### config.mk
export PLATFORM = sky130hd
export DESIGN_NAME = utpc_front
export DESIGN_NICKNAME = d
export VERILOG_FILES = /design/src/sv/utpc_pkg.sv /design/src/sv/utpc_front.sv
export SDC_FILE = /design/constraint.sdc
export NUM_CORES = 1
export LEC_CHECK = 0
export BUFFER_PORTS_ARGS = -buffer_cell sky130_fd_sc_hd__buf_4
export CORE_MARGIN = 2
export CORE_UTILIZATION = 60
export CTS_CLUSTER_DIAMETER = 100
export CTS_CLUSTER_SIZE = 20
export DETAILED_ROUTE_END_ITERATION = 8
export PLACE_DENSITY = 0.88
export SLEW_MARGIN = 40
export SYNTH_ARGS = -nofsm -noshare
export SYNTH_HDL_FRONTEND = slang
export SYNTH_SLANG_ARGS = --single-unit
### constraint.sdc
create_clock -name clk_i -period 13.6 [get_ports clk_i]
set_input_delay 1.36 -clock clk_i [delete_from_list [all_inputs] [get_ports clk_i]]
set_output_delay 1.36 -clock clk_i [all_outputs]
set_load 0.01 [all_outputs]
### src/sv/utpc_pkg.sv
// Shared constants, status codes and the packet record type for the UDP test packet checker.
// No dependencies; imported by every module of the block.
`timescale 1ns / 1ps

package utpc_pkg;

  localparam int unsigned DATA_W        = 32;
  localparam int unsigned PORT_W        = 16;
  localparam int unsigned VB_W          = 3;
  localparam int unsigned LEN_W         = 14;
  localparam int unsigned LEN_MAX       = (1 << LEN_W) - 1;
  localparam int unsigned SEQ_LIM_W     = 17;
  localparam int unsigned MIN_PKT_BYTES = 16;
  localparam int unsigned HDR_LEN_END   = 4;
  localparam int unsigned HDR_SEQ_END   = 8;
  localparam int unsigned BYTES_PER_WORD = 4;

  localparam int unsigned CLIENT_SLOTS  = 16;
  localparam int unsigned SLOT_W        = $clog2(CLIENT_SLOTS);
  localparam int unsigned SEQ_SLOTS     = 65536;
  localparam int unsigned SEQ_W         = $clog2(SEQ_SLOTS);

  localparam int unsigned SEEN_WORD_W   = 16;
  localparam int unsigned BIT_W         = $clog2(SEEN_WORD_W);
  localparam int unsigned ROW_W         = SLOT_W + SEQ_W - BIT_W;
  localparam int unsigned SEEN_ROWS     = 1 << ROW_W;

  localparam int unsigned QUEUE_DEPTH   = 4;
  localparam int unsigned QPTR_W        = $clog2(QUEUE_DEPTH);

  localparam int unsigned CFG_IDX_W     = 1;
  localparam int unsigned CFG_DATA_W    = 17;

  localparam logic [LEN_W-1:0]     MAX_LEN_RESET   = LEN_W'(1400);
  localparam logic [SEQ_LIM_W-1:0] SEQ_LIMIT_RESET = SEQ_LIM_W'(65536);

  typedef enum logic [2:0] {
    ST_OK           = 3'd0,
    ST_TABLE_FULL   = 3'd1,
    ST_BAD_SIZE     = 3'd2,
    ST_LEN_MISMATCH = 3'd3,
    ST_SEQ_RANGE    = 3'd4,
    ST_DUPLICATE    = 3'd5,
    ST_CONTENT      = 3'd6
  } status_e;

  typedef enum logic [CFG_IDX_W-1:0] {
    CFG_MAX_LEN   = 1'b0,
    CFG_SEQ_LIMIT = 1'b1
  } cfg_reg_e;

  // ST_OK here means the seen map still decides the outcome
  typedef struct packed {
    status_e               pre_status;
    logic                  perr;
    logic [SLOT_W-1:0]     slot;
    logic [DATA_W-1:0]     seq;
    logic [LEN_W-1:0]      length;
  } pkt_rec_t;

endpackage

### src/sv/utpc_front.sv
// Front end: client slot lookup, per-word header/payload tracking, early packet classification.
// Depends on utpc_pkg.
`timescale 1ns / 1ps

module utpc_front (
  input  logic                            clk_i,
  input  logic                            rst_ni,
  input  logic                            acc_i,
  input  logic [utpc_pkg::DATA_W-1:0]     client_ip_i,
  input  logic [utpc_pkg::PORT_W-1:0]     client_port_i,
  input  logic [utpc_pkg::DATA_W-1:0]     data_word_i,
  input  logic                            first_word_i,
  input  logic                            last_word_i,
  input  logic [utpc_pkg::VB_W-1:0]       valid_bytes_i,
  input  logic                            cfg_we_i,
  input  logic [utpc_pkg::CFG_IDX_W-1:0]  cfg_index_i,
  input  logic [utpc_pkg::CFG_DATA_W-1:0] cfg_data_i,
  output logic                            push_o,
  output utpc_pkg::pkt_rec_t              rec_o
);
  import utpc_pkg::*;

  logic [LEN_W-1:0]     max_len_q;
  logic [SEQ_LIM_W-1:0] seq_lim_q;

  logic [DATA_W-1:0] slot_ip_q   [CLIENT_SLOTS];
  logic [PORT_W-1:0] slot_port_q [CLIENT_SLOTS];
  logic [SLOT_W:0]   used_cnt_q;

  logic              open_q;
  logic [LEN_W-1:0]  cnt_q;
  logic              ovf_q;
  logic [DATA_W-1:0] hlen_q;
  logic [DATA_W-1:0] seq_q;
  logic              perr_q;
  logic [SLOT_W-1:0] slot_q;
  logic              full_q;

  logic              match_any;
  logic [SLOT_W-1:0] match_idx;
  logic              alloc;
  logic              lk_full;
  logic [SLOT_W-1:0] lk_slot;

  logic              take;
  logic [VB_W-1:0]   nb;
  logic [DATA_W-1:0] mask;
  logic [LEN_W-1:0]  off;
  logic              ovf_b;
  logic [DATA_W-1:0] seq_b;
  logic [SLOT_W-1:0] slot_b;
  logic              full_b;
  logic [LEN_W:0]    sum;

  logic [LEN_W-1:0]  cnt_d;
  logic              ovf_d;
  logic [DATA_W-1:0] hlen_d;
  logic [DATA_W-1:0] seq_d;
  logic              perr_d;
  status_e           pre_status;

  // lowest matching used slot
  always_comb begin
    match_any = 1'b0;
    match_idx = '0;
    for (int i = CLIENT_SLOTS - 1; i >= 0; i--) begin
      if (((SLOT_W+1)'(i) < used_cnt_q) && (slot_ip_q[i] == client_ip_i) &&
          (slot_port_q[i] == client_port_i)) begin
        match_any = 1'b1;
        match_idx = SLOT_W'(i);
      end
    end
  end

  assign alloc   = !match_any && (used_cnt_q != (SLOT_W+1)'(CLIENT_SLOTS));
  assign lk_full = !match_any && !alloc;
  assign lk_slot = match_any ? match_idx : (alloc ? used_cnt_q[SLOT_W-1:0] : '0);

  assign take = acc_i && (first_word_i || open_q);

  always_comb begin
    case (valid_bytes_i)
      3'd0:                nb = '0;
      3'd1, 3'd2, 3'd3:    nb = valid_bytes_i;
      default:             nb = VB_W'(BYTES_PER_WORD);
    endcase
  end

  always_comb begin
    case (nb)
      3'd0:    mask = '0;
      3'd1:    mask = 32'h0000_00FF;
      3'd2:    mask = 32'h0000_FFFF;
      3'd3:    mask = 32'h00FF_FFFF;
      default: mask = '1;
    endcase
  end

  always_comb begin
    off    = first_word_i ? '0    : cnt_q;
    ovf_b  = first_word_i ? 1'b0  : ovf_q;
    hlen_d = first_word_i ? '0    : hlen_q;
    seq_b  = first_word_i ? '0    : seq_q;
    perr_d = first_word_i ? 1'b0  : perr_q;
    slot_b = first_word_i ? lk_slot : slot_q;
    full_b = first_word_i ? lk_full : full_q;
    seq_d  = seq_b;
    if ((nb != '0) && !ovf_b) begin
      if (off < LEN_W'(HDR_LEN_END)) begin
        hlen_d = data_word_i & mask;
      end else if (off < LEN_W'(HDR_SEQ_END)) begin
        seq_d = data_word_i & mask;
      end else if ((off >= LEN_W'(MIN_PKT_BYTES)) && (((data_word_i ^ seq_b) & mask) != '0)) begin
        perr_d = 1'b1;
      end
    end
    sum = {1'b0, off} + (LEN_W+1)'(nb);
    if (sum > (LEN_W+1)'(LEN_MAX)) begin
      cnt_d = LEN_W'(LEN_MAX);
      ovf_d = 1'b1;
    end else begin
      cnt_d = sum[LEN_W-1:0];
      ovf_d = ovf_b;
    end
  end

  always_comb begin
    if (full_b) begin
      pre_status = ST_TABLE_FULL;
    end else if (ovf_d || (cnt_d < LEN_W'(MIN_PKT_BYTES)) || (cnt_d > max_len_q)) begin
      pre_status = ST_BAD_SIZE;
    end else if (hlen_d != DATA_W'(cnt_d)) begin
      pre_status = ST_LEN_MISMATCH;
    end else if ((seq_d >= DATA_W'(seq_lim_q)) || ((seq_d >> SEQ_W) != '0)) begin
      pre_status = ST_SEQ_RANGE;
    end else begin
      pre_status = ST_OK;
    end
  end

  assign push_o            = take && last_word_i;
  assign rec_o.pre_status  = pre_status;
  assign rec_o.perr        = perr_d;
  assign rec_o.slot        = slot_b;
  assign rec_o.seq         = seq_d;
  assign rec_o.length      = cnt_d;

  always_ff @(posedge clk_i or negedge rst_ni) begin
    if (!rst_ni) begin
      max_len_q  <= MAX_LEN_RESET;
      seq_lim_q  <= SEQ_LIMIT_RESET;
      used_cnt_q <= '0;
      open_q     <= 1'b0;
      cnt_q      <= '0;
      ovf_q      <= 1'b0;
      hlen_q     <= '0;
      seq_q      <= '0;
      perr_q     <= 1'b0;
      slot_q     <= '0;
      full_q     <= 1'b0;
    end else begin
      if (cfg_we_i) begin
        case (cfg_reg_e'(cfg_index_i))
          CFG_MAX_LEN:   max_len_q <= cfg_data_i[LEN_W-1:0];
          CFG_SEQ_LIMIT: seq_lim_q <= cfg_data_i[SEQ_LIM_W-1:0];
          default:       ;
        endcase
      end
      if (acc_i && first_word_i && alloc) begin
        used_cnt_q <= used_cnt_q + 1'b1;
      end
      if (take) begin
        open_q <= !last_word_i;
        cnt_q  <= cnt_d;
        ovf_q  <= ovf_d;
        hlen_q <= hlen_d;
        seq_q  <= seq_d;
        perr_q <= perr_d;
        slot_q <= slot_b;
        full_q <= full_b;
      end
    end
  end

  always_ff @(posedge clk_i) begin
    if (acc_i && first_word_i && alloc) begin
      slot_ip_q[used_cnt_q[SLOT_W-1:0]]   <= client_ip_i;
      slot_port_q[used_cnt_q[SLOT_W-1:0]] <= client_port_i;
    end
  end

endmodule

== Word level (Yosys, flattened, before mapping) ==
Memories as Yosys holds them, arrays and structs flattened.
Cells that the tools add are included.

* Add/subtract/negate cells: 2
* Magnitude comparators: 23
* Eq/ne operators: 40
* Mux-type cells: 60
* Bitwise operators: 4
* Reductions and logical operators: 56

{| class="wikitable"
|+ Operator list
! operator !! count
|-
| $eq 32x32->1 || 16
|-
| $eq 16x16->1 || 16
|-
| $mux 32 || 7
|-
| $pmux 32 s4 || 1
|-
| $mux 4 || 19
|-
| $and 32x32->32 || 2
|-
| $reduce_bool 32->1 || 2
|-
| $logic_and 1x1->1 || 40
|-
| $lt 4x5->1 const A || 8
|-
| $ge 32x17->1 || 1
|-
| $ne 32x14->1 || 1
|-
| $xor 32x32->32 || 1
|-
| $mux 14 || 2
|-
| $mux 1 || 26
|-
| $lt 3x5->1 const A || 4
|-
| $add 14x3->15 || 1
|-
| $gt 15x14->1 const B || 1
|-
| $ge 14x5->1 const B || 1
|-
| $gt 14x14->1 || 1
|-
| $lt 14x3->1 const B || 1
|-
| $lt 14x4->1 const B || 1
|-
| $lt 14x5->1 const B || 1
|-
| $eq 3x2->1 const B || 4
|-
| $mux 3 || 4
|-
| 13 further kinds || 24
|}

* Register bits after elaboration: 122
* Bits in writable memories: 768
* Bits of input ports: 107
* Output and inout port bits: 55
* Word-level logic and storage cells: 198
* Memories kept: 2

{| class="wikitable"
|+ Memories
! memory !! words !! width !! rd ports !! clocked after Yosys merged registers in !! write ports !! line !! text
|-
| slot_ip_q || 16 || 32 || 16 || 0 || 1 || utpc_front.sv:26 || <nowiki>logic [DATA_W-1:0] slot_ip_q [CLIENT_SLOTS];</nowiki>
|-
| slot_port_q || 16 || 16 || 16 || 0 || 1 || utpc_front.sv:27 || <nowiki>logic [PORT_W-1:0] slot_port_q [CLIENT_SLOTS];</nowiki>
|}

== Depth between registers and ports, before layout ==
* Depth after elaboration: 25
* Gate-level depth with buffers: 24
* Mapped depth without buffers: 18

== Least setup slack after synthesis ==
OpenSTA, ideal clock, no wires.

* Path type: input port to output port
* Start: in first_word_i
* End: out rec_o[53] (netlist name)
* Arrival: 6.271 ns
* Required time: 12.240 ns
* Slack: 5.969 ns
* Stages: 20
* Buffers on the path: 6
* Cells stage by stage: buf_2 buf_2 buf_2 clkbuf_1 clkbuf_1 clkbuf_1 nor2b_1 ha_1 fa_1 a21oi_1 nor3_2 a311oi_1 ha_1 and4_1 and2_0 nand4_1 a21boi_1 a311oi_2 nand2_1 a311oi_1

{| class="wikitable"
|+ RTL lines
! item !! line !! text
|-
| from (decl) || utpc_front.sv:12 || <nowiki>input logic first_word_i,</nowiki>
|-
| to (decl) || utpc_front.sv:19 || <nowiki>output utpc_pkg::pkt_rec_t rec_o</nowiki>
|}

==> impl_metrics.tcl <==
set metrics [dict create \
    grt_antenna_before_repair 4 \
    dr_total_vias 25600 \
    path_buf_inv 3 \
    drc 0 \
    syn_avg_cell_area_um2 13.9 \
    tns_ns 0 \
    cap_violations 0 \
    grt_pass1_wl_mm 158 \
    fp.coreArea_um2 67200 \
    ys_seq_area_share_pct 64.2 \
    dr.pass1.iters 6 \
    cp_max_fo 68 \
    cts_sinks 890 \
    status "finished clean" \
    hp-class "register to register" \
    final_common_cell "edfxtp_1" \
    clkLatencyLatePin_ns 0.67 \
    slowest_stage "buf_4" \
    synthToLayoutAreaGrowth_pct 7.89 \
    cts_buffer_depth 3 \
    ys_ff_latch 890 \
    cp-end-kind "primary output" \
    syn-num-nets 3073 \
    track_usage_pct 30.4 \
    hold_start "cnt_q[1]" \
    cts_setup_buffers 0 \
    worstPathRequired_ns 12.24 \
    dpl_cell_area_um2 42300 \
    internal_power_mw 4.21 \
    synth_async_sr_flop_share_pct 13.7 \
    grt_overflow_total 0 \
    drt_iter0_drc 3433 \
    stdcell_area_um2 43900 \
    setup_viol_count_final 0 \
    power_frac_clock_pct 28.3 \
    die_width_um 264 \
    numPortBuffers 161 \
    place_hpwl_mm 62.5 \
    leakage_nw 15.1 \
    grt_max_degree 74 \
    path_clk_slew_ns 0.09 \
    floorplan.die_area_um2 69900 \
    cts_resized 0 \
    fmax_ghz 0.131 \
    peakVddDrop_v 0.000147 \
    final.fill_count 4491 \
    nNetsFinal 3149 \
    start_util_pct 60.5 \
    synthDistinctLibCells 93 \
    first_global_vias 25400 \
    synth-edff-count 768 \
    worstSetupPathType "input port to primary output" \
    drive_gt1_share_pct 10.9 \
    cts_tree "built" \
    rrSetupSlack_ns 9.00 \
    synthCells 2929 \
    hold_depth 2 \
    power.switching_mw 1.57 \
    wl_per_cell_um 27.6 \
    worstMarginPinSlew_ns 0.901 \
    slowest_delay_ns 0.60 \
    reg2reg_from "used_cnt_q[3]" \
    reg2reg_depth 9 \
    combPwrFrac_pct 15.0 \
    cp_cell_sequence "buf_4, nor2b_1, ha_1, a211oi_1, or2_1, or3_1, a21oi_1, or2_2, ha_1, inv_1, nor4bb_1, nand4_1, a21boi_1, a311oi_2, nand2_1, a311oi_1, buf_4" \
    via_per_inst 6.56 \
    drtAntennaViolNets 0 \
    min_to "cnt_q[1]" \
    cpLargestDelayFamily "simple AND/OR/NAND/NOR gates" \
    finalCritPeriodShare_pct 56.3 \
    root_buffer "clkbuf_16" \
    ios 162 \
    cp-startpoint "first_word_i" \
    num_rows 95 \
    ctsHoldBuffers 0 \
    clock_skew_ns 0.0635 \
    synthFlopType "edfxtp_1" \
    p_per_area_nw_per_um2 132 \
    die_y_um 264 \
    ys_warn_count 0 \
    syn_area_um2 40700 \
    cp.arrival_ns 6.30 \
    power_frac_seq_pct 56.7 \
    p_sw_share_pct 27.2 \
    fin_crit_ns 7.66 \
    cts_buffers 52 \
    rsz0062_at_grt "false" \
    final_cell_mix "edfxtp_1, xnor2_1, xor2_1" \
    r2r-end "slot_ip_q[4][8]" \
    htreeDepth 2 \
    finalMaxSlewViolations 0 \
    hold_viol 0 \
    drt_wl_total_mm 108 \
    slew_headroom_pct 39.4 \
    gp_congestion 0.950 \
    cp-start-kind "input port" \
]
[logic make-up after synthesis]
group                    share of synthesized area, %
AND/OR/NAND/NOR                                  9.10
XOR/XNOR                                         16.3
AO/OA/AOI/OAI                                    5.14
buffers and inverters                            2.92
flip-flops                                       64.2
adder cells (fa/ha/maj)                          1.18
multiplexers                                     1.13
[Yosys cell counts, types with 13 or more instances]
library cell,count,area share (%)
edfxtp_1,768,57
xnor2_1,382,8.2
xor2_1,374,8.1
nand2_1,139,1.3
nand4_1,123,1.9
nor4_1,118,1.8
dfrtp_1,115,7.1
inv_1,85,0.78
o21ai_0,76,0.94
buf_2,66,0.81
nor2_1,61,0.56
buf_4,44,0.81
mux2_2,40,1.1
nor3_1,40,0.49
nor2b_1,38,0.58
nand3_1,37,0.46
ha_1,36,1.1
clkbuf_1,31,0.29
a31oi_1,29,0.45
a21oi_1,27,0.33
and3_1,27,0.42
a22o_1,23,0.50
nand2b_1,23,0.35
and2_1,13,0.20
[worst register-to-register path, delay by kind of cell (launching register included)]
family          cells  cell delay, ns
flops               1            0.62
simple gates        7            2.82
compound gates      2            0.71
[state kept, by name, summed over array words and instances, names as in the netlist]
register / count
slot_ip_q: 512
perr_q: 1
slot_q: 4
seq_q: 32
full_q: 1
ovf_q: 1
used_cnt_q: 5
cnt_q: 14
slot_port_q: 256
seq_lim_q: 17
open_q: 1
hlen_q: 32
max_len_q: 14
[power by group through the flow]
| stage | clock, mW | combinational [mW] | sequential (mW) |
|---|---|---|---|
| floorplan | 0 | 0.557 | 3.29 |
| global placement | 0 | 0.808 | 3.32 |
| detailed placement | 0 | 0.851 | 3.33 |
| CTS | 1.63 | 0.858 | 3.27 |
| global route | 1.72 | 0.929 | 3.29 |
| finish | 1.63 | 0.869 | 3.28 |
[worst max-delay path by stage]
stage	slack, ns	cells past startpoint	endpoint
after floorplan	5.97	20	rec_o[53]
after global placement	6.16	16	rec_o[53]
after detailed placement	6.06	17	rec_o[53]
after CTS	6.03	17	rec_o[53]
after global routing	5.64	17	rec_o[53]
final	5.94	17	rec_o[53]
[per-layer routing]
metal	up-vias	global-route usage, %	routed length (um)
met2	1627	49.0	51200
met1	12800	40.5	40600
met4	4	14.9	5470
met3	341	4.90	10600
met5	-	0	27
li1	10800	-	-
[stage by stage]
stage | total power [mW] | util, % | setup slack, ns | hold slack, ns | instances
3_5_place_dp | 4.19 | 63.0 | 6.06 | 0.474 | 3824
5_1_grt | 5.94 | 65.3 | 5.64 | 0.518 | 3906
2_1_floorplan | 3.85 | - | 5.97 | 0.442 | 2929
6_report | 5.78 | 65.3 | 5.94 | 0.491 | 3907
3_3_place_gp | 4.13 | 62.9 | 6.16 | 0.463 | 3823
4_1_cts | 5.76 | 65.3 | 6.03 | 0.494 | 3906
[area by class of cell]
type	count	area [um^2]	share of cell area, %
timing repair buffer	173	1310	2.98
antenna	1	2.50	0.00570
multi-input combinational	1801	13500	30.7
clock inverter	7	159	0.362
tap	873	1090	2.49
inverter	87	327	0.744
sequential	890	26100	59.5
clock buffer	75	1390	3.16
Note: power is estimated with default switching activity, not from simulation.
